==> config.mk <==
export PLATFORM = sky130hd
export DESIGN_NAME = rmsf_cell
export DESIGN_NICKNAME = d
export VERILOG_FILES = /design/src/hw/rtl/residue_mask_sieve_filter_core_defines.svh /design/src/hw/rtl/rmsf_pkg.sv /design/src/hw/rtl/rmsf_cell.sv
export SDC_FILE = /design/constraint.sdc
export NUM_CORES = 1
export LEC_CHECK = 0
export ABC_AREA = 0
export BUFFER_PORTS_ARGS = -buffer_cell sky130_fd_sc_hd__buf_2
export CAP_MARGIN = 10
export CORE_AREA = 2 2 197 276
export CTS_BUF_LIST = sky130_fd_sc_hd__clkbuf_4 sky130_fd_sc_hd__clkbuf_8
export DETAILED_ROUTE_END_ITERATION = 6
export DIE_AREA = 0 0 199 278
export PLACE_DENSITY = 0.65
export SYNTH_ARGS = -nofsm -noshare
export SYNTH_HDL_FRONTEND = slang
export SYNTH_SLANG_ARGS = --single-unit
==> constraint.sdc <==
create_clock -name clk -period 22.4 [get_ports clk]
set_clock_uncertainty 0.05 [all_clocks]
set_input_delay 2.24 -clock clk [delete_from_list [all_inputs] [get_ports clk]]
set_output_delay 2.24 -clock clk [all_outputs]
set_load 0.05 [all_outputs]
==> src/hw/rtl/residue_mask_sieve_filter_core_defines.svh <==
// ----------------------------------------------------------------------------
// Residue mask sieve filter - assertion macros
// Shared property templates for the filter's RTL modules.
// ----------------------------------------------------------------------------
`ifndef RESIDUE_MASK_SIEVE_FILTER_CORE_DEFINES_SVH
`define RESIDUE_MASK_SIEVE_FILTER_CORE_DEFINES_SVH

// same-cycle implication
`define RMSF_ASSERT_NOW(lbl, ante, cons, msg) \
  lbl: assert property (@(posedge clk) disable iff (!rst_n) (ante) |-> (cons)) \
    else $error(msg);

// next-cycle implication
`define RMSF_ASSERT_NEXT(lbl, ante, cons, msg) \
  lbl: assert property (@(posedge clk) disable iff (!rst_n) (ante) |=> (cons)) \
    else $error(msg);

`endif

==> src/hw/rtl/rmsf_pkg.sv <==
// ----------------------------------------------------------------------------
// rmsf_pkg
// Types, codes and arithmetic helpers of the residue mask sieve filter.
// ----------------------------------------------------------------------------
package rmsf_pkg;

  localparam int NUM_SLOTS = 64;
  localparam int SLOT_W    = 6;
  localparam int RES_W     = 8;
  localparam int VAL_W     = 32;
  localparam int ACT_W     = 7;

  typedef enum logic [1:0] {
    CMD_PRIME = 2'd0,
    CMD_BIT   = 2'd1,
    CMD_TEST  = 2'd2,
    CMD_NONE  = 2'd3
  } cmd_t;

  typedef enum logic [1:0] {
    VERD_PASS    = 2'd0,
    VERD_NOTPRIM = 2'd1,
    VERD_MASK    = 2'd2
  } verd_t;

  typedef enum logic [2:0] {
    ST_CLR,
    ST_IDLE,
    ST_RED,
    ST_SCAN,
    ST_RD,
    ST_CHN,
    ST_FIN
  } st_t;

  typedef struct packed {
    logic              clr;
    logic [8:0]        clr_addr;
    logic              pw;
    logic              bw;
    logic [SLOT_W-1:0] slot;
    logic [RES_W-1:0]  prime;
    logic              wbranch;
    logic [RES_W-1:0]  residue;
    logic              pass_bit;
    logic              start;
    logic              red;
    logic              nbit;
    logic              dbit;
    logic              scan;
    logic [RES_W-1:0]  cnt;
    logic              rd;
    logic              branch;
  } cell_ctl_t;

  typedef struct packed {
    logic              rej;
    logic [SLOT_W-1:0] slot;
  } tok_t;

  function automatic logic [RES_W-1:0] mod_dbl(input logic [RES_W-1:0] r,
                                               input logic b,
                                               input logic [RES_W-1:0] p);
    logic [RES_W:0] t;
    t = {r, b};
    if (t >= {1'b0, p}) t = t - {1'b0, p};
    return t[RES_W-1:0];
  endfunction

  function automatic logic [RES_W-1:0] mod_add(input logic [RES_W-1:0] a,
                                               input logic [RES_W-1:0] b,
                                               input logic [RES_W-1:0] p);
    logic [RES_W:0] t;
    t = {1'b0, a} + {1'b0, b};
    if (t >= {1'b0, p}) t = t - {1'b0, p};
    return t[RES_W-1:0];
  endfunction

endpackage

==> src/hw/rtl/rmsf_cell.sv <==
// ----------------------------------------------------------------------------
// rmsf_cell
// One mask slot: prime, two residue bitmaps, residue search and reject token.
// ----------------------------------------------------------------------------
module rmsf_cell (
  input  logic                         clk,
  input  logic                         rst_n,
  input  logic [rmsf_pkg::SLOT_W-1:0]  cell_id,
  input  logic                         active,
  input  rmsf_pkg::cell_ctl_t          ctl,
  input  rmsf_pkg::tok_t               tok_in,
  output rmsf_pkg::tok_t               tok_out
);

  logic [rmsf_pkg::RES_W-1:0] prime_r, nm_r, dm_r, acc_r, uf_r;
  logic found_r, zhit_r, bit_r;
  logic mem [0:511];
  logic sel, reject;
  rmsf_pkg::tok_t tok_r;

  assign sel = (ctl.slot == cell_id);

  always_ff @(posedge clk) begin
    if (!rst_n) begin
      prime_r <= '0;
    end else if (ctl.pw && sel) begin
      prime_r <= ctl.prime;
    end
  end

  always_ff @(posedge clk) begin
    if (ctl.clr) begin
      mem[ctl.clr_addr] <= 1'b0;
    end else if (ctl.bw && sel) begin
      mem[{ctl.wbranch, ctl.residue}] <= ctl.pass_bit;
    end
    if (ctl.rd) begin
      bit_r <= mem[{ctl.branch, uf_r}];
    end
  end

  always_ff @(posedge clk) begin
    if (ctl.start) begin
      nm_r    <= '0;
      dm_r    <= '0;
      acc_r   <= '0;
      uf_r    <= '0;
      found_r <= 1'b0;
      zhit_r  <= 1'b0;
    end else if (ctl.red) begin
      nm_r <= rmsf_pkg::mod_dbl(nm_r, ctl.nbit, prime_r);
      dm_r <= rmsf_pkg::mod_dbl(dm_r, ctl.dbit, prime_r);
    end else if (ctl.scan && ctl.cnt < prime_r) begin
      if (acc_r == nm_r && !found_r) begin
        found_r <= 1'b1;
        uf_r    <= ctl.cnt;
      end
      if (ctl.cnt != '0 && acc_r == '0) zhit_r <= 1'b1;
      acc_r <= rmsf_pkg::mod_add(acc_r, dm_r, prime_r);
    end
  end

  assign reject = active && (prime_r > rmsf_pkg::RES_W'(1)) && (dm_r != '0) &&
                  !zhit_r && !bit_r;

  always_ff @(posedge clk) begin
    if (tok_in.rej) begin
      tok_r <= tok_in;
    end else begin
      tok_r.rej  <= reject;
      tok_r.slot <= reject ? cell_id : '0;
    end
  end

  assign tok_out = tok_r;

endmodule

=== Word-level counts from Yosys, hierarchy flattened ===
Memories as Yosys holds them, arrays and structs flattened. A register that Yosys moved wholly into a read port is not among the register bits.
Index checks and enable logic that the tools add are counted.

* Input port bits: 67
* Output and inout port bits: 7
* Memories: 1
* Logic and storage cells: 54
* Register bits: 49
* Bits in read-only memories: 0
* Latch bits: 0
* Memory bits (writable): 512

* Equal/unequal tests: 2
* Add/sub/neg operators: 4
* Magnitude comparators: 5
* Shifts and indexed selects: 0
* Reductions and logical operators: 19
* Divide/modulo/power cells: 0
* Multiplexer cells: 13
* Multipliers: 0
* Bitwise logic cells: 1

{| class="wikitable"
|+ Memory list
! memory !! words !! bits a word !! read ports !! clocked after Yosys merged registers in !! wr ports !! line !! RTL
|-
| mem || 512 || 1 || 1 || 1 || 1 || rmsf_cell.sv:17 || <nowiki>logic mem [0:511];</nowiki>
|}

{| class="wikitable"
|+ Operators with widths
! operator !! count
|-
| $ge 9x8->1 || 3
|-
| $mux 8 || 3
|-
| $sub 8x8->8 || 3
|-
| $reduce_bool 8->1 || 2
|-
| $mux 6 || 2
|-
| $add 8x8->9 || 1
|-
| $logic_and 1x1->1 || 9
|-
| $mux 9 || 1
|-
| $eq 8x8->1 || 1
|-
| $gt 8x1->1 const B || 1
|-
| $logic_not 8->1 || 1
|-
| $lt 8x8->1 || 1
|-
| $mux 1 || 7
|-
| $eq 6x6->1 || 1
|-
| $reduce_and 3->1 || 2
|-
| $logic_not 1->1 || 3
|-
| $reduce_and 2->1 || 1
|-
| $not 1->1 || 1
|-
| $reduce_or 1->1 || 1
|}

=== Longest topological paths before layout ===
Gate-level depths: netlist of the first run.

* Depth in word-level cells: 7
* Mapped depth: 14
* Gate-level depth less buffers: 14

=== Least setup slack after synthesis of the first run ===
No wires, ideal clock.

* Kind: input port to flip-flop
* Start point: in cell_id[4] in the netlist's numbering
* End point: mem mem[0] (data pin)
* Path slack: 4883 ps
* Buffers on the path: 1
* Stages on the path: 6
* Data arrival time: 14883 ps
* Required time: 19766 ps
* Setup time: 2584 ps
* Path through: xnor2_1 > nand4_1 > nor3_2 > nand3b_4 > clkbuf_1 > nor2_1

* Word-level cells in the longest chain between the ends: 7

{| class="wikitable"
|+ Ends and longest elaborated chain
! element !! line !! RTL
|-
| start: declaration || rmsf_cell.sv:8 || <nowiki>input logic [rmsf_pkg::SLOT_W-1:0] cell_id,</nowiki>
|-
| $eq 6x6->1 || rmsf_cell.sv:21 || <nowiki>assign sel = (ctl.slot == cell_id);</nowiki>
|-
| $logic_and 1x1->1 || rmsf_cell.sv:34 || <nowiki>end else if (ctl.bw && sel) begin</nowiki>
|-
| $mux 1 || rmsf_cell.sv:34 ||
|-
| $mux 1 || rmsf_cell.sv:32 || <nowiki>if (ctl.clr) begin</nowiki>
|-
| $mux 1 (not written as such) || rmsf_cell.sv:35 || <nowiki>mem[{ctl.wbranch, ctl.residue}] <= ctl.pass_bit;</nowiki>
|-
| $reduce_or 1->1 (no source line) || -- ||
|-
| $mux 1 (no source line) || -- ||
|-
| end: declaration || rmsf_cell.sv:17 ||
|}

Every way passes these cells.

=== Worst setup path in the final report of the first run ===
* Start point: in cell_id[5] in the netlist's numbering
* End point: mem mem[498] (data pin)

The elaborated chain is that of the path after synthesis.

==> results.toml, run 1 <==
[global_route]
global_route.overflow_total = 0
groute.usage.overall_pct = 23.6
grt_antenna_before_repair = 2
first_global_vias = 17000
grt_first_pass_wirelength_um = 96300
grt_start_max_net_pins = 149

[floorplan]
die_width_um = 199
chipHeight_um = 278
design.portCount = 74
die_area_mm2 = 0.0553
floorplan.initialDensity_pct = 49.3
rows = 100
fp.coreArea_mm2 = 0.0529

[place]
placed_area_mm2 = 0.0269
gp_congestion = 0.860
dp_hpwl_um = 39900
placement.io_buffers = 73

[detailed_routing]
detailedRoute.firstPassIterationCount = 5
count_of_unresolved_drc_violations_after_routing = 0
totalWireLength_um = 63900
route.antenna.remaining_nets = 0
via_count = 16400
detail_route.wl_per_cell_um = 23.1
drt_iter0_markers = 1286
via_per_inst = 5.93

[synth]
most_used_dff_post_synth = "sky130_fd_sc_hd__edfxtp_1"
postSynth.asyncResetShare_pct = 0
synthDistinctLibCells = 64
sequential_cell_area_fraction_in_the_yosys_report_pct = 62.8
synth.cell_area_mm2 = 0.0261
synth.avg_cell_area_um2 = 13.5
synthDominantAreaCellType = "sky130_fd_sc_hd__edfxtp_1"
synth_top_area_share_pct = 59.0
synth-edff-count = 513
ys_seq_elements = 562
synthesized_instance_count = 1934
synthesis.yosys.warnings = 0
synth_top_cells_by_area = "sky130_fd_sc_hd__edfxtp_1, sky130_fd_sc_hd__mux4_2, sky130_fd_sc_hd__nor2_1, sky130_fd_sc_hd__dfxtp_1, sky130_fd_sc_hd__ha_1"
synth.net_count = 2044

[worst_setup_path]
worstSetupStartpointType = "input pin"
worstRegToRegCells = 10
crit_type = "input pin to register"
setup.reg_to_reg.worst_slack_ns = 17.72
timing.critical_path.required_ns = 22.67
crit_path_end_kind = "register"
crit_path_max_fanout = 133
arrival_worst_endpoint_ns = 6.33

[cts]
clk_pin_slew_ns = 0.06
ctsHtreeMaxLevel = 3
cts_tree = "done"
cts.root.buffer_cell = "sky130_fd_sc_hd__clkbuf_8"
worst_skew_pair.late_latency_ns = 0.69
cts.sink_count = 562
cts.repair.resized = 0
tritoncts_buffer_count = 85
number_of_hold_buffers_added_after_cts = 0
clockBufferDepth = 3
post_cts.repair.setup_buffers = 0

[timing]
tightestPinTransition_ns = 1.13
final.setup.tns_ns = 0
max-slew-margin-rel_pct = 24.5
setup_viol_count_final = 0
grt_setup_unrepaired = "no"
hold_viol_final = 0
final.min_clock_period_ns = 6.06
slew_viol_final = 0
achievable-frequency_ghz = 0.165
period_share_pct = 27.1

[outcome]
status = "completed"

[power]
vdd.ir_drop.worst_uv = 39.7
powerDensity_mw_per_mm2 = 74.9
cellLeakagePower_nw = 7.38

[layout]
final_layout_size_suffix_gt1_share_pct = 19.8
postLayoutCellArea_mm2 = 0.0286
layout.cells.most_common = "sky130_fd_sc_hd__nor2_1"
nets = 2095
layout-area-overhead-vs-synth_pct = 9.55
final_cell_mix = "sky130_fd_sc_hd__nor2_1, sky130_fd_sc_hd__edfxtp_1, sky130_fd_sc_hd__mux4_2"

[min_path]
hold-path-cell-count = 2
hold_path.class = "register to register"

[run]
timing.max_cap.violations = 0
[critical path: stages]
cell	delay (ns)
sky130_fd_sc_hd__buf_2	0.12
sky130_fd_sc_hd__xnor2_1	0.17
sky130_fd_sc_hd__nand4_1	0.14
sky130_fd_sc_hd__nor3_2	0.25
sky130_fd_sc_hd__nand3b_4	0.45
sky130_fd_sc_hd__nor2_4	0.84
sky130_fd_sc_hd__buf_4	0.97
sky130_fd_sc_hd__buf_4	0.91
[sequential cells by signal (all words and copies together), names as in the netlist, 7 cells and up]
signal   flops
mem        512
acc_r        8
dm_r         8
nm_r         8
prime_r      8
uf_r         8
tok_out      7
[synth_stat cells, drive strengths merged (12+ instances only)]
master    n
a211oi   20
a21oi    25
a221oi   12
buf      51
clkbuf   90
dfxtp    49
edfxtp  513
ha       39
inv      31
mux2     15
mux2i    40
mux4    128
nand2    70
nand2b   12
nand3    18
nor2    566
nor2b    20
o21ai    50
o221ai   12
o22a     12
xnor2    19
xor2     13
[final timing paths]
kind / start / to
setup reg to reg: uf_r[0]$_SDFFE_PP0P_ / bit_r$_DFFE_PP_
setup / recovery: cell_id[5] / mem[498]$_DFFE_PP_
hold / removal: found_r$_SDFFE_PP0P_ / found_r$_SDFFE_PP0P_
hold reg to reg: found_r$_SDFFE_PP0P_ / found_r$_SDFFE_PP0P_
[cell families (layout without fill, tap and decap cells)]
group	after synthesis	after routing	share of synthesized area [%]
AOI/OAI and AO/OA	193	193	5.64
xor gates and xnor gates	32	32	1.07
adders and majority gates	43	43	2.18
buffers and inverters	172	284	3.04
DFF	562	562	62.8
muxes	183	183	13.2
other	0	2	0
and+or+nand+nor	749	749	12.0
[layout make-up]
cell class / instances / area, µm²
clock inverter: 30 / 191
fill: 4417 / 24300
timing repair buffer: 105 / 626
multi-input combinational: 1200 / 8920
tap: 714 / 893
antenna: 2 / 5.00
inverter: 31 / 116
clock buffer: 118 / 1440
sequential: 562 / 16400
[per-layer routing]
layer | GRT usage (%) | routed length, µm | share of wire (%) | up-vias
li1 | - | - | - | 7274
met5 | 0 | 0 | 0 | -
met4 | 12.1 | 2710 | 4.2 | 0
met1 | 26.9 | 23300 | 37 | 8338
met3 | 3.85 | 3910 | 6.1 | 156
met2 | 42.3 | 33900 | 53 | 597
[stage by stage]
step,util (%),worst slack [ns],hold WS [ns],cells,power (mW)
floorplan,-,4.88,0.387,1934,1.29
detailed placement,50.9,15.68,0.414,2611,1.34
global route,54.0,15.95,0.479,2762,2.22
global placement,50.9,15.95,0.403,2611,1.33
CTS,54.0,16.42,0.429,2759,2.16
finish,54.0,16.34,0.423,2762,2.14
[where the power goes]
part           switching, mW  leakage [nW]  internal (mW)
clock network          0.391         0.859          0.436
registers             0.0100          3.94           1.14
logic                  0.104          2.58         0.0663
Power figures use the tool's default switching activity.
==> inputs of run 2 (changes only) <==
==> constraint.sdc (replaced) <==
create_clock -name clk -period 5.6 [get_ports clk]
set_clock_uncertainty 0.05 [all_clocks]
set_input_delay 0.56 -clock clk [delete_from_list [all_inputs] [get_ports clk]]
set_output_delay 0.56 -clock clk [all_outputs]
set_load 0.05 [all_outputs]
==> results.toml, run 2 (synthesis gave the netlist of run 1 again) <==
[timing]
final.setup.tns_ns = 0
setup_ws_ns = 1.87
final.min_clock_period_ns = 3.73
slew_viol_final = 0
grt_setup_unrepaired = "no"
hold_viol_final = 0
setup_viol_count_final = 0
achievable-frequency_ghz = 0.268
period_share_pct = 66.7
max-slew-margin-rel_pct = 20.6
tightestPinTransition_ns = 1.19

[global_route]
groute.usage.overall_pct = 23.9
grt_antenna_before_repair = 5
global_route.overflow_total = 0
first_global_vias = 16600
grt_first_pass_wirelength_um = 97800
grt_start_max_net_pins = 305

[worst_setup_path]
timing.critical_path.required_ns = 5.95
cpLargestDelayFamily = "multiplexers"
critical_path.slowest_cell = "sky130_fd_sc_hd__dfxtp_4"
crit_path_cell_chain = "buf_4, mux4_2, mux2_2, o221ai_1, a221oi_1, nor3_1, nand2_1, o21ai_0, mux2i_1"
arrival_worst_endpoint_ns = 4.08
worstSetupStartpointType = "register"
worst-path-buf-inv = 1
crit_type = "register to register"
crit_path_end_kind = "register"
critical_path.max_stage_delay_ns = 0.80
crit_path_max_fanout = 30

[cts]
clockBufferDepth = 3
post_cts.repair.setup_buffers = 0
clk_pin_slew_ns = 0.06
tritoncts_buffer_count = 85
cts.repair.resized = 0
ctsHtreeMaxLevel = 3
worst_skew_pair.late_latency_ns = 0.70
number_of_hold_buffers_added_after_cts = 0
cts_tree = "done"
cts.root.buffer_cell = "sky130_fd_sc_hd__clkbuf_8"
cts.sink_count = 562

[layout]
final_cell_mix = "sky130_fd_sc_hd__nor2_1, sky130_fd_sc_hd__edfxtp_1, sky130_fd_sc_hd__mux4_2"
final_layout_size_suffix_gt1_share_pct = 20.5
largest_reg_flops = 512
layout-area-overhead-vs-synth_pct = 10.1
registers.top_by_ff_count = "mem"
layout_fillers = 4432
nets = 2099
layout.cells.most_common = "sky130_fd_sc_hd__nor2_1"

[floorplan]
chipHeight_um = 278
rows = 100
die_area_mm2 = 0.0553
floorplan.initialDensity_pct = 49.3
die_width_um = 199
fp.coreArea_mm2 = 0.0529
design.portCount = 74

[detailed_routing]
count_of_unresolved_drc_violations_after_routing = 0
totalWireLength_um = 65100
via_count = 16300
highest_layer = "met5"
route.antenna.remaining_nets = 0
met2_wirelength_um = 33700
drt_iter0_markers = 1776
met3_length_um = 5010
detail_route.wl_per_cell_um = 23.5
drt-met1-wl_um = 24200
detailedRoute.firstPassIterationCount = 6
via_per_inst = 5.88

[place]
dp_worst_setup_slack_ns = 1.71
dp_hpwl_um = 41400
placement.io_buffers = 73
gp_congestion = 0.852

[power]
vdd.ir_drop.worst_uv = 180
cellLeakagePower_nw = 7.47
powerDensity_mw_per_mm2 = 298

[min_path]
hold_path.class = "input pin to register"

[outcome]
status = "completed"

[run]
timing.max_cap.violations = 0
run 2: power breakdown:
group	switching (mW)	internal (mW)
registers	0.0396	4.54
clock network	1.57	1.73
logic	0.407	0.268
run 2: final timing paths:
check             cells after the start                 start                   end  slack (ns)
setup / recovery                      9  uf_r[0]$_SDFFE_PP0P_       bit_r$_DFFE_PP_        1.87
hold / removal                        2             tok_in[1]    tok_out[1]$_DFF_P_        0.05
setup reg to reg                      9  uf_r[0]$_SDFFE_PP0P_       bit_r$_DFFE_PP_        1.87
hold reg to reg                       2  found_r$_SDFFE_PP0P_  found_r$_SDFFE_PP0P_        0.42
run 2: per-layer routing:
| layer | up-vias | GRT usage (%) |
|---|---|---|
| li1 | 7287 | - |
| met3 | 111 | 3.94 |
| met1 | 8215 | 29.7 |
| met2 | 688 | 41.5 |
| met4 | 4 | 9.95 |
| met5 | - | 0 |
run 2: area by class of cell:
| cell class | instances | area (µm²) | share of cell area [%] |
|---|---|---|---|
| Sequential cell | 562 | 16400 | 57.0 |
| Multi-Input combinational cell | 1200 | 8940 | 31.1 |
| Clock buffer | 127 | 1510 | 5.25 |
| Tap cell | 714 | 893 | 3.11 |
| Timing Repair Buffer | 109 | 731 | 2.54 |
| Clock inverter | 26 | 145 | 0.505 |
| Inverter | 31 | 116 | 0.405 |
| Antenna cell | 3 | 7.51 | 0.0261 |
run 2: stage by stage:
stage               power (mW)  util [%]  cell area, µm²  cells  hold WS [ns]
detailed placement        5.34      51.2           27100   2616         0.406
global placement          5.33      51.1           27100   2615         0.401
floorplan                 5.16         -           26100   1934         0.387
CTS                       8.62      54.3           28700   2769        0.0137
finish                    8.55      54.3           28700   2772        0.0528
global route              8.85      54.3           28700   2770        0.0402
