--- src/hw/rtl/residue_mask_sieve_filter_core_defines.svh ---
// ----------------------------------------------------------------------------
// Residue mask sieve filter - assertion macros
// Shared property templates for the filter's RTL modules.
// ----------------------------------------------------------------------------
`ifndef RESIDUE_MASK_SIEVE_FILTER_CORE_DEFINES_SVH
`define RESIDUE_MASK_SIEVE_FILTER_CORE_DEFINES_SVH

// same-cycle implication
`define RMSF_ASSERT_NOW(lbl, ante, cons, msg) \
  lbl: assert property (@(posedge clk) disable iff (!rst_n) (ante) |-> (cons)) \
    else $error(msg);

// next-cycle implication
`define RMSF_ASSERT_NEXT(lbl, ante, cons, msg) \
  lbl: assert property (@(posedge clk) disable iff (!rst_n) (ante) |=> (cons)) \
    else $error(msg);

`endif

--- src/hw/rtl/rmsf_pkg.sv ---
// ----------------------------------------------------------------------------
// rmsf_pkg
// Types, codes and arithmetic helpers of the residue mask sieve filter.
// ----------------------------------------------------------------------------
package rmsf_pkg;

  localparam int NUM_SLOTS = 64;
  localparam int SLOT_W    = 6;
  localparam int RES_W     = 8;
  localparam int VAL_W     = 32;
  localparam int ACT_W     = 7;

  typedef enum logic [1:0] {
    CMD_PRIME = 2'd0,
    CMD_BIT   = 2'd1,
    CMD_TEST  = 2'd2,
    CMD_NONE  = 2'd3
  } cmd_t;

  typedef enum logic [1:0] {
    VERD_PASS    = 2'd0,
    VERD_NOTPRIM = 2'd1,
    VERD_MASK    = 2'd2
  } verd_t;

  typedef enum logic [2:0] {
    ST_CLR,
    ST_IDLE,
    ST_RED,
    ST_SCAN,
    ST_RD,
    ST_CHN,
    ST_FIN
  } st_t;

  typedef struct packed {
    logic              clr;
    logic [8:0]        clr_addr;
    logic              pw;
    logic              bw;
    logic [SLOT_W-1:0] slot;
    logic [RES_W-1:0]  prime;
    logic              wbranch;
    logic [RES_W-1:0]  residue;
    logic              pass_bit;
    logic              start;
    logic              red;
    logic              nbit;
    logic              dbit;
    logic              scan;
    logic [RES_W-1:0]  cnt;
    logic              rd;
    logic              branch;
  } cell_ctl_t;

  typedef struct packed {
    logic              rej;
    logic [SLOT_W-1:0] slot;
  } tok_t;

  function automatic logic [RES_W-1:0] mod_dbl(input logic [RES_W-1:0] r,
                                               input logic b,
                                               input logic [RES_W-1:0] p);
    logic [RES_W:0] t;
    t = {r, b};
    if (t >= {1'b0, p}) t = t - {1'b0, p};
    return t[RES_W-1:0];
  endfunction

  function automatic logic [RES_W-1:0] mod_add(input logic [RES_W-1:0] a,
                                               input logic [RES_W-1:0] b,
                                               input logic [RES_W-1:0] p);
    logic [RES_W:0] t;
    t = {1'b0, a} + {1'b0, b};
    if (t >= {1'b0, p}) t = t - {1'b0, p};
    return t[RES_W-1:0];
  endfunction

endpackage

--- src/hw/rtl/rmsf_gcd.sv ---
// ----------------------------------------------------------------------------
// rmsf_gcd
// Binary gcd unit, one step per cycle; flags whether gcd(a, b) is one.
// ----------------------------------------------------------------------------
module rmsf_gcd (
  input  logic                        clk,
  input  logic                        rst_n,
  input  logic                        start,
  input  logic [rmsf_pkg::VAL_W-1:0]  a,
  input  logic [rmsf_pkg::VAL_W-1:0]  b,
  output logic                        done,
  output logic                        is_one
);

  logic [rmsf_pkg::VAL_W-1:0] a_r, b_r;
  logic busy_r, done_r, one_r;

  always_ff @(posedge clk) begin
    if (!rst_n) begin
      busy_r <= 1'b0;
      done_r <= 1'b0;
      one_r  <= 1'b0;
    end else if (start) begin
      busy_r <= 1'b1;
      done_r <= 1'b0;
    end else if (busy_r) begin
      if (a_r == '0) begin
        one_r  <= (b_r == rmsf_pkg::VAL_W'(1));
        busy_r <= 1'b0;
        done_r <= 1'b1;
      end else if (b_r == '0) begin
        one_r  <= (a_r == rmsf_pkg::VAL_W'(1));
        busy_r <= 1'b0;
        done_r <= 1'b1;
      end else if (!a_r[0] && !b_r[0]) begin
        one_r  <= 1'b0;
        busy_r <= 1'b0;
        done_r <= 1'b1;
      end
    end
  end

  always_ff @(posedge clk) begin
    if (start) begin
      a_r <= a;
      b_r <= b;
    end else if (busy_r && a_r != '0 && b_r != '0) begin
      if (!a_r[0])          a_r <= a_r >> 1;
      else if (!b_r[0])     b_r <= b_r >> 1;
      else if (a_r >= b_r)  a_r <= a_r - b_r;
      else                  b_r <= b_r - a_r;
    end
  end

  assign done   = done_r;
  assign is_one = one_r;

endmodule

--- config.mk ---
export PLATFORM = sky130hd
export DESIGN_NAME = rmsf_gcd
export DESIGN_NICKNAME = d
export VERILOG_FILES = /design/src/hw/rtl/residue_mask_sieve_filter_core_defines.svh /design/src/hw/rtl/rmsf_pkg.sv /design/src/hw/rtl/rmsf_gcd.sv
export SDC_FILE = /design/constraint.sdc
export NUM_CORES = 1
export LEC_CHECK = 0
export ABC_AREA = 1
export BUFFER_PORTS_ARGS = -buffer_cell sky130_fd_sc_hd__buf_2
export CAP_MARGIN = 30
export CORE_MARGIN = 2
export CORE_UTILIZATION = 60
export DETAILED_ROUTE_END_ITERATION = 6
export PLACE_DENSITY = 0.8
export SLEW_MARGIN = 20
export SYNTH_ARGS = -nofsm -noshare
export SYNTH_HDL_FRONTEND = slang
export SYNTH_SLANG_ARGS = --single-unit
--- constraint.sdc ---
create_clock -name clk -period 5.4 [get_ports clk]
set_input_delay 1.08 -clock clk [delete_from_list [all_inputs] [get_ports clk]]
set_output_delay 1.08 -clock clk [all_outputs]
set_load 0.02 [all_outputs]
Word-level counts from Yosys, hierarchy flattened. Index checks and enable logic that the tools add are counted.

Bits in writable memories: 0. Bits in latches: 0. Flip-flop bits (word level): 67. Memories kept: 0. Word-level logic and storage cells: 56. Bits in read-only memories: 0. Output and inout port bits: 2.

Muxes and demuxes: 21. $lt $le $gt $ge: 1. Bitwise gates (word level): 2. $add $sub $neg: 2. Div/mod/pow operators: 0. Reductions and logical operators: 18. Multiply operators: 0. Equality and inequality tests: 5. Shift-type cells: 0.

Operators with widths (number): $mux W32 (10); $eq A32 B1 Y1 const B (2); $logic_not A32 Y1 (2); $reduce_bool A32 Y1 (2); $sub A32 B32 Y32 (2); $ge A32 B32 Y1 (1); $mux W1 (11); $reduce_and A3 Y1 (3); $ne A3 B2 Y1 const B (2); $reduce_and A2 Y1 (2); $reduce_bool A2 Y1 (2); $logic_and A1 B1 Y1 (3); $ne A3 B3 Y1 const B (1); $reduce_bool A3 Y1 (1); $logic_not A1 Y1 (2); $not A1 Y1 (2); $reduce_or A2 Y1 (1).

Logic depth before layout (Yosys ltp). Gate-level depths: netlist of the first run.

Word-level depth: 7. Mapped depth: 17. Depth with buffers taken out: 16.

Worst setup path after synthesis of the first run. OpenSTA, ideal clock, no wires.

Path kind: register to register. Start: reg a_r[0] (netlist bit). End: reg a_r[10] (netlist bit), enable pin. Library setup time: 0.438 ns. Buffers on the path: 1. Data arrival time: 3.490 ns. Stages on the path, launching flop included: 16. Data required time: 4.962 ns. Slack: 1.472 ns. Cell sequence: edfxtp_1 clkbuf_1 inv_1 ha_1 inv_1 fa_1 nand3_1 nand2_2 nand2_1 nand2_2 nand2_1 nand3_1 nand2_2 nand2_4 nand2_1 a31oi_1.

Cells in the longest elaborated chain, start to end: 5. Elaborated cells on any way between the ends: 8. Classes of those cells: 1 x order compare; 2 x eq/ne; 5 x reduce/logical.

Ends and longest elaborated chain: start: declaration (RTL line rmsf_gcd.sv:15) `logic [rmsf_pkg::VAL_W-1:0] a_r, b_r;`; start signal: assignment (RTL line rmsf_gcd.sv:48) `if (!a_r[0]) a_r <= a_r >> 1;`; start signal: assignment (RTL line rmsf_gcd.sv:50) `else if (a_r >= b_r) a_r <= a_r - b_r;`; branches (longest 4 deep; another with $ge A32 B32 Y1); $reduce_and A3 Y1 (no source line) (*).

Every way passes the cells marked *. A chain may end at the register's enable or synchronous reset.

Worst setup path after layout of the first run.
Start: reg b_r[0] (netlist bit). End: reg a_r[16] (netlist bit), enable pin.

Cells in the longest elaborated chain, start to end: 4. Elaborated cells on any way between the ends: 7. Classes of those cells: 1 x order compare; 2 x eq/ne; 4 x reduce/logical.

Ends and longest elaborated chain: start: declaration (RTL line rmsf_gcd.sv:15); start signal: assignment (RTL line rmsf_gcd.sv:49) `else if (!b_r[0]) b_r <= b_r >> 1;`; start signal: assignment (RTL line rmsf_gcd.sv:51) `else b_r <= b_r - a_r;`; branches (longest 3 deep; another with $ge A32 B32 Y1); $reduce_and A3 Y1 (no source line) (*).

Marked as above.

==> results of run 1 <==
-- cell usage in the layout (no fill, tap or decap), types with 2 or more instances in the layout --
cell type | netlist | final
nand2_2 | 23 | 23
o21bai_1 | 8 | 8
nand4_1 | 21 | 21
inv_2 | 8 | 8
buf_2 | 2 | 68
a21oi_4 | 1 | 2
nand2_1 | 421 | 421
o21ai_2 | 15 | 15
inv_1 | 229 | 229
nand3_1 | 56 | 56
a21boi_0 | 3 | 3
a21oi_2 | 15 | 15
clkbuf_16 | 0 | 9
edfxtp_1 | 64 | 64
a22oi_1 | 25 | 25
o21ai_0 | 32 | 32
o21bai_2 | 5 | 5
clkinv_1 | 1 | 5
nor2_1 | 132 | 131
buf_4 | 13 | 5
a21oi_1 | 79 | 78
nand2_4 | 3 | 3
nor2_2 | 4 | 5
nor3_1 | 5 | 5
xor2_1 | 20 | 20
clkinvlp_4 | 0 | 2
dfxtp_1 | 3 | 3
fa_1 | 2 | 2
ha_1 | 64 | 64
xnor2_1 | 14 | 14
-- sequential cells by signal (all words and copies together) (netlist names) --
signal,cells
a_r,32
b_r,32
busy_r,1
done,1
is_one,1
-- per-layer routing --
metal,share of wire,GRT usage,wire [um]
met3,0.10,0.0630,2820
met4,0.032,0.140,893
met2,0.44,0.601,12000
met1,0.43,0.533,11800
met5,0,0,0
-- power groups by stage --
stage | clock [mW] | combinational [mW] | sequential (mW)
CTS | 0.541 | 2.04 | 0.782
finish | 0.548 | 2.10 | 0.785
global placement | 0 | 2.01 | 0.789
detailed placement | 0 | 2.02 | 0.793
global route | 0.555 | 2.30 | 0.795
floorplan | 0 | 1.51 | 0.762
-- metrics by stage --
stage                     worst slack [ns]  hold WS, ns  std cells
after floorplan                       1.47        0.485       1301
after global placement                1.71        0.453       1513
after detailed placement              1.69        0.458       1513
after CTS                             1.67        0.472       1529
after global routing                  1.42        0.513       1530
final                                 1.60        0.465       1530
-- logic make-up (layout without fill, tap and decap cells) --
group | after synthesis | count (layout)
xor gates and xnor gates | 34 | 34
AOI/OAI and AO/OA | 187 | 187
DFF | 67 | 67
buffers and inverters | 275 | 328
and+or+nand+nor | 672 | 672
adders and majority gates | 66 | 66
-- critical path, cell delays in order, from the launching register on --
cell	delay, ns
edfxtp_1	0.75
inv_1	0.61
ha_1	0.49
inv_1	0.08
nand2_1	0.04
nand3b_1	0.14
nand3_1	0.10
nand2_2	0.08
nand2_4	0.11
nand2_1	0.11
a31oi_4	0.56
buf_4	0.39
-- final timing paths --
| kind | from | end | cells after the start |
|---|---|---|---|
| worst min register to register | done$_SDFFE_PP0P_ | done$_SDFFE_PP0P_ | 2 |
| worst max register to register | b_r[0]$_DFFE_PP_ | a_r[16]$_DFFE_PP_ | 11 |
| worst max-delay path | b_r[0]$_DFFE_PP_ | a_r[16]$_DFFE_PP_ | 11 |
| worst min-delay path | done$_SDFFE_PP0P_ | done$_SDFFE_PP0P_ | 2 |
-- area by class of cell --
cell class | instances | area share
Clock buffer | 9 | 0.0253
Clock inverter | 7 | 0.00394
Inverter | 238 | 0.100
Multi-Input combinational cell | 959 | 0.577
Sequential cell | 67 | 0.223
Tap cell | 176 | 0.0248
Timing Repair Buffer | 74 | 0.0456
==> metrics.txt, run 1 <==
register area 1980 sq um; gate count after technology mapping 1301; clk sink count 67; largest net degree at the start of global routing 61; die footprint 14600 sq um; cts bufs inserted 9; CTS tree done; setup_tns 0 ns; routed via count about 8500; post-synthesis cell type count 41; H-tree depth 3; Die Span Y roughly 120 um; Synth Net Count 1434; Post-CTS Setup Inserts 0; routed len/inst 18.0 um; fmax 263 MHz; drt pass-1 iters 6; Fillers 1253; Adder-Cell Fraction of Synth Area 0.102; Mean Syn Cell Area 6.31 sq um; Worst-path clk slew 0.05 ns; Avg Vias per Cell 5.57; starting DRC count in detailed routing 991; Syn Std Cell Area 8210 sq um; final wirelength 27500 um; vias in the first global route 8068; Tcrit/Tclk final 0.705; fraction of layout cells with a size suffix above 1 0.123; first-pass GRT wire length 42500 um; Simple-Gate Fraction of Synth Area 0.339; count leader, synth nand2_1; clk buf depth 2; main combinational cell family by area after synthesis simple AND/OR/NAND/NOR gates; clock share of power 0.159; Cell Area, Placed between 8000 and 9000 sq um; Hold Crit Class register to register; Worst-Margin Slew 0.899 ns; CTS root buf clkbuf_16; # rows 42; DP HPWL 21800 um; sequential area share after synthesis 0.241; Final Cell Area about 9000 sq um; Clock Skew about 0.0089 ns; largest area contributor in the netlist edfxtp_1; Final Wtd Congestion 1.07; multi-input logic area 5140 sq um; area grow syn2layout 8.37%; Slew Viols, Final 0; Worst-Skew Late Latency 0.36 ns; grt total ovfl 0; #FFs+latches synth 67; # hold bufs at CTS 0; I/O pin count 69; final hold violation count 0; Synth top area share 0.234; Peak VDD IR approximately 210 uV; Port Buf Inserts slightly below 70; initial core utilization 0.618; Synth Area in XOR/XNOR 0.0363; worst reg2reg setup slack 1.60 ns; RSZ-0062 raised after global routing false; synth cell count leaders 421 x nand2_1, 229 x inv_1, 132 x nor2_1, 79 x a21oi_1; switch share 0.520; antenna viol nets, final 0; combinational share of power 0.612; Antenna Cells 0; max-cap viol count 0; NumNets Final approximately 1500; DR DRC count 0; async set-reset flop share out of synthesis 0; CTS resizes 0; sequential power share 0.229; Top FF cell, synth edfxtp_1; synth top area cells edfxtp_1 23%, nand2_1 19%, inv_1 10%; Yosys Warn Count 0; Tot Pwr 3.44 mW; Crit. End Element register; CP Data Arrival Time between 3 and 4 ns; compound-gate portion of the synthesized area 0.145; Die W 121 um; min cycle time layout 3.80 ns; Max FO, Critical Path 24; Sw Pwr 1.79 mW; number of synthesized flops with an enable pin 64; Util after Layout 0.669; Final setup viols 0; worst path required time 5.43 ns; pwr dens between 300 and 400 nW/um^2; P_leak between 4 and 5 nW; Max-Slew Margin vs Limit 0.400; post-synthesis mux area share 0; initial antenna violation count 0; cell internal pwr 1.65 mW; status finished clean; floorplan core area around 13000 sq um; critical path class register to register; Tot GR Track Use 0.384; CP Launch Type register
(Power assumes the default switching activity.)
==> inputs of run 2 (changes only) <==
Settings changed: ABC_AREA 1 to 0.
Clock period 5.4 ns to 3.82 ns, I/O delays scaled along.
==> run 2 against run 1 <==
  * Global-route usage shrank 3.2 points
  * Area after synthesis decreased by 7.7%
  * Critical path depth is 1 lower
  * Routed wire length is 16% lower
  * Largest power group unchanged
  * Register-to-register slack got worse by 1.3 ns
==> metrics.txt, run 2 <==
status finished clean; Synth top area share 0.254 (+0.0196); NumNets Final 1068 (-28%); fraction of layout cells with a size suffix above 1 0.171 (+0.0487); Yosys Warn Count 0 (unchanged); Tcrit/Tclk final 0.912 (+0.207); initial antenna violation count 0 (unchanged); Post-CTS Setup Inserts 0 (unchanged); Max-Slew Margin vs Limit 0.574 (+0.174); max-cap viol count 0 (unchanged); critical path class register to register; floorplan core area 12500 sq um (-6.2%); Syn Std Cell Area 7580 sq um (-7.7%); async set-reset flop share out of synthesis 0 (unchanged); Die Span Y 116 um (-3.8%); Final setup viols 0 (unchanged); area grow syn2layout 8.90%; Worst-Margin Slew 0.639 ns (-0.260 ns); Worst-path clk slew 0.06 ns (about the same); routed via count 7072 (-17%); DR DRC count 0 (unchanged); dpl ws 0.409 ns (-1.28 ns); vias in the first global route 6556 (-19%); initial core utilization 0.608 (-0.00979); commonest non-fill, non-tap cells in the layout 127 x inv_1, 117 x a21oi_1, 67 x buf_2; count leader, synth inv_1; # rows 41 (-2.4%); Avg Vias per Cell 6.36 (+14%); CTS resizes 0 (unchanged); drt pass-1 iters 5 (-1); largest area contributor in the netlist edfxtp_1; worst path required time 3.89 ns (-1.54 ns); CTS tree done; CP Data Arrival Time 3.56 ns (-0.28 ns); RSZ-0062 raised after global routing false; Tot GR Track Use 0.352 (-0.0320); Worst Setup SP a_r[4]$_DFFE_PP_; grt total ovfl 0 (unchanged); Clock Skew 0.0105 ns (+0.00158 ns); starting DRC count in detailed routing 673 (-32%); Max FO, Critical Path 11 (-54%); Die W 116 um (-3.8%); hold path startpoint is_one$_SDFFE_PN0P_; Hold Crit Class register to register; #FFs+latches synth 67 (unchanged); Final Wtd Congestion 1.04 (-2.4%); Synth Net Count 1026 (-28%); CTS root buf clkbuf_16; slowest stage delay, CP 0.62 ns (-0.13 ns); Peak VDD IR 360 uV (+68%); commonest non-fill, non-tap cell in the layout inv_1; first-pass GRT wire length 36100 um (-15%); I/O pin count 69 (unchanged); Crit. End Element register; DP HPWL 17900 um (-18%); final wirelength 23300 um (-16%); number of synthesized flops with an enable pin 64 (unchanged); routed len/inst 20.9 um (+16%); setup_tns 0 ns (unchanged); synth top area cells edfxtp_1 25%, ha_1 11%, a21oi_1 7.7%; Top Registers a_r x32, b_r x32; # hold bufs at CTS 0 (unchanged); clk buf depth 2 (unchanged); fmax 287 MHz (+9.2%); synth cell count leaders 127 x inv_1, 117 x a21oi_1, 64 x edfxtp_1, 64 x ha_1, 39 x nor2_1; final hold violation count 0 (unchanged); antenna viol nets, final 0 (unchanged); Slew Viols, Final 0 (unchanged); worst path cell trace inv_1, ha_1, a21oi_1, nand2_1, a2bb2oi_1, nand3_1, a211oi_1, xnor2_1, a221oi_1, a21oi_1; Top FF cell, synth edfxtp_1; Mean Syn Cell Area 8.48 sq um (+34%); Worst Slack Setup Final 0.337 ns (-1.26 ns); most frequent CP cell a21oi_1; Reg2Reg Launch Point a_r[4]$_DFFE_PP_; cts bufs inserted 9 (unchanged); pwr dens 634 nW/um^2 (+64%); Port Buf Inserts 68 (unchanged); CP max-delay cell a211oi_1; die footprint 13500 sq um (-7.5%); Tot Pwr 5.23 mW (+52%); Worst-Skew Late Latency 0.36 ns (about the same); post-synthesis cell type count 82 (+100%); P_leak 3.64 nW (-24%); gate count after technology mapping 893 (-31%); Antenna Cells 0 (unchanged); min cycle time layout 3.48 ns (-0.321 ns); H-tree depth 3 (unchanged); largest net degree at the start of global routing 58 (-4.9%); clk sink count 67 (unchanged); sequential area share after synthesis 0.262 (+0.0202); CP Launch Type register
-- run 2: kinds of logic (layout without fill, tap and decap cells) --
logic type | Yosys count | after routing | synth area share
xor gates and xnor gates | 49 | 49 | 0.0566
buffers and inverters | 184 | 231 | 0.109
and+or+nand+nor | 198 | 198 | 0.141
AOI/OAI and AO/OA | 329 | 329 | 0.321
adders and majority gates | 66 | 66 | 0.111
DFF | 67 | 67 | 0.262
-- run 2: where the power goes --
| group | switching, mW | leakage [nW] | internal, mW | total, mW |
|---|---|---|---|---|
| Combinational | 1.97 | 2.84 | 1.16 | 3.13 |
| Sequential | 0.192 | 0.652 | 1.02 | 1.21 |
| Clock | 0.374 | 0.144 | 0.513 | 0.887 |
| Total | 2.54 | 3.64 | 2.69 | 5.23 |
-- run 2: worst paths after layout --
check                   endpoint  slack (ns)  cells after the start
max            b_r[23]$_DFFE_PP_        0.34                     10
min          is_one$_SDFFE_PN0P_        0.48                      2
max reg2reg    b_r[23]$_DFFE_PP_        0.34                     10
min reg2reg  is_one$_SDFFE_PN0P_        0.48                      2
-- run 2: per-stage QoR --
stage	utilization	cell area, sq um	hold WS [ns]	cells
5_1_grt	0.662	8250	0.519	1112
6_report	0.662	8250	0.480	1112
2_1_floorplan	-	7580	0.555	893
4_1_cts	0.662	8250	0.482	1112
3_5_place_dp	0.638	7950	0.474	1096
3_3_place_gp	0.638	7950	0.464	1096
-- run 2: critical path: cells and delay by family (launching register included) --
family | cells | cell delay (ns)
xor+xnor | 1 | 0.15
simple gates | 2 | 0.48
buf+inv | 1 | 0.07
flops | 1 | 0.46
fa+ha+maj | 1 | 0.47
compound gates | 5 | 1.56
-- run 2: layer usage --
layer / up-vias / track usage / routed length [um]
li1: 3361 / - / -
met1: 3295 / 0.483 / 9950
met2: 362 / 0.559 / 10600
met3: 54 / 0.0545 / 1880
met4: 0 / 0.137 / 811
met5: - / 0 / 0
-- run 2: cell type report --
| cell class | count | area, sq um |
|---|---|---|
| Sequential cell | 67 | 1980 |
| Multi-Input combinational cell | 642 | 4780 |
| Tap cell | 172 | 215 |
| Inverter | 129 | 484 |
| Clock buffer | 10 | 229 |
| Fill cell | 1120 | 4220 |
| Clock inverter | 6 | 72.6 |
| Timing Repair Buffer | 86 | 490 |
==> inputs of run 3 (changes only) <==
--- a/config.mk
+++ b/config.mk
@@ -11,4 +11,5 @@
 export CORE_MARGIN = 2
 export CORE_UTILIZATION = 60
+export CTS_CLUSTER_DIAMETER = 100
 export DETAILED_ROUTE_END_ITERATION = 6
 export PLACE_DENSITY = 0.8
==> constraint.sdc (replaced) <==
create_clock -name clk -period 3.82 [get_ports clk]
set_input_delay 0.191 -clock clk [delete_from_list [all_inputs] [get_ports clk]]
set_output_delay 0.191 -clock clk [all_outputs]
set_load 0.02 [all_outputs]
==> run 3 against run 2 <==
  * Critical path depth grew 2
  * Sequential cell count is the same
  * Sequential power is essentially flat
  * Clock power grew 13%
  * Clock skew grew 0.0015 ns
  * Hold slack lost 0.39 ns
==> metrics.txt, run 3 (synthesis gave the netlist of run 2 again) <==
Port Buf Inserts 68 (unchanged); slowest stage delay, CP 0.40 ns (-0.22 ns); Tot GR Track Use 0.359 (+0.00736); Crit. End Element register; Worst-Margin Slew 0.770 ns (+0.131 ns); cells on worst reg2reg path 12 (+2); initial antenna violation count 0 (unchanged); Die Span Y 116 um (unchanged); antenna viol nets, final 0 (unchanged); Worst Setup SP a_r[0]$_DFFE_PP_; Final Wtd Congestion 1.01 (-3.3%); largest net degree at the start of global routing 69 (+19%); floorplan core area 12500 sq um (unchanged); Max-Slew Margin vs Limit 0.487 (-0.0873); I/O pin count 69 (unchanged); clock share of power 0.185 (+0.015); CP Data Arrival Time 3.48 ns (-0.08 ns); most frequent CP cell a21o_1; commonest non-fill, non-tap cell in the layout inv_1; cell internal pwr 2.84 mW (+5.7%); status finished clean; final wirelength 23800 um (+2.2%); starting DRC count in detailed routing 789 (+17%); worst setup path endpoint a_r[28]$_DFFE_PP_; worst reg2reg setup slack 0.44 ns (+0.10 ns); Die W 116 um (unchanged); RR Endpoint a_r[28]$_DFFE_PP_; CTS tree done; worst path bufs/invs 2 (+1); sequential power share 0.224 (-0.007); Hold Crit Class input port to register; Reg2Reg Launch Point a_r[0]$_DFFE_PP_; vias in the first global route 6696 (+2.1%); commonest non-fill, non-tap cells in the layout 127 x inv_1, 117 x a21oi_1, 67 x buf_2; Worst-Skew Late Latency 0.36 ns (about the same); routed len/inst 21.3 um (+1.7%); drt pass-1 iters 5 (unchanged); switch share 0.472 (-0.0133); CP Launch Type register; H-tree depth 3 (unchanged); Hold WS 0.0888 ns (-0.391 ns); pwr dens 645 nW/um^2 (+1.8%); critical path class register to register; # rows 41 (unchanged); routed via count 7161 (+1.3%); NumNets Final 1074 (+0.56%); Post-CTS Setup Inserts 0 (unchanged); Sw Pwr 2.54 mW (+0.20%); RSZ-0062 raised after global routing false; cts bufs inserted 9 (unchanged); Tot Pwr 5.39 mW (+3.0%); final hold violation count 0 (unchanged); Final setup viols 0 (unchanged); # hold bufs at CTS 0 (unchanged); initial core utilization 0.608 (unchanged); Worst Slack Setup Final 0.436 ns (+0.0996 ns); clk sink count 67 (unchanged); fmax 296 MHz (+2.9%); Tcrit/Tclk final 0.886 (-0.0261); worst path cell trace inv_2, ha_1, inv_1, fa_1, a21o_1, nand3_1, a21o_1, and3b_1, a211oi_1, or3_1, a311oi_1, a21oi_1; Antenna Cells 0 (unchanged); Avg Vias per Cell 6.41 (+0.72%); CP max-delay cell edfxtp_1; max-cap viol count 0 (unchanged); fraction of layout cells with a size suffix above 1 0.177 (+0.00526); Clock Skew 0.0119 ns (+0.00148 ns); CP delay by family, top compound AO/OA/AOI/OAI gates; combinational share of power 0.591 (-0.008); CTS resizes 0 (unchanged); WP depth 12 (+2); Top Registers a_r x32, b_r x32; area grow syn2layout 10.2%; CTS root buf clkbuf_16; clk buf depth 2 (unchanged); DP HPWL 18400 um (+2.5%); die footprint 13500 sq um (unchanged); Max FO, Critical Path 16 (+5); P_leak 3.69 nW (+1.5%); grt total ovfl 0 (unchanged); Peak VDD IR 416 uV (+15%); setup_tns 0 ns (unchanged); Util after Layout 0.670 (+0.00783); dpl ws 0.508 ns (+0.0983 ns); first-pass GRT wire length 36700 um (+1.6%); min cycle time layout 3.38 ns (-0.0996 ns); DR DRC count 0 (unchanged); Hold Path Depth 2 (unchanged); worst path required time 3.92 ns (+0.03 ns); Slew Viols, Final 0 (unchanged); Worst-path clk slew 0.06 ns (about the same)
-- run 3: power by group through the flow --
stage	Combinational [mW]	Clock (mW)	Sequential [mW]
after floorplan	2.41	0	1.14
after global placement	3.06	0	1.21
after detailed placement	3.07	0	1.21
after CTS	3.10	0.995	1.20
after global routing	3.44	1.03	1.22
final	3.18	0.998	1.21
-- run 3: routing by layer --
metal  GRT usage  vias up  part of all wire
li1            -     3376                 -
met5           0        -                 0
met3      0.0732       63             0.097
met2       0.560      389              0.45
met1       0.488     3333              0.41
met4       0.149        0             0.039
-- run 3: final cells by class --
type	instances	area (sq um)
Multi-Input combinational cell	642	4780
Fill cell	1100	4120
Sequential cell	67	1980
Timing Repair Buffer	92	548
Inverter	129	484
Clock buffer	10	229
Tap cell	172	215
Clock inverter	6	113
-- run 3: stage by stage --
stage	cell area, sq um	cells
after global routing	8350	1118
after CTS	8350	1118
after global placement	8010	1102
after floorplan	7580	893
after detailed placement	8010	1102
final	8350	1118
-- run 3: worst min-delay path by stage --
stage,start,end,slack (ns)
after floorplan,rst_n,busy_r$_SDFF_PN0_,0.34
after detailed placement,rst_n,busy_r$_SDFF_PN0_,0.45
after global routing,rst_n,busy_r$_SDFF_PN0_,0.10
after CTS,rst_n,busy_r$_SDFF_PN0_,0.09
final,rst_n,busy_r$_SDFF_PN0_,0.09
after global placement,rst_n,busy_r$_SDFF_PN0_,0.46
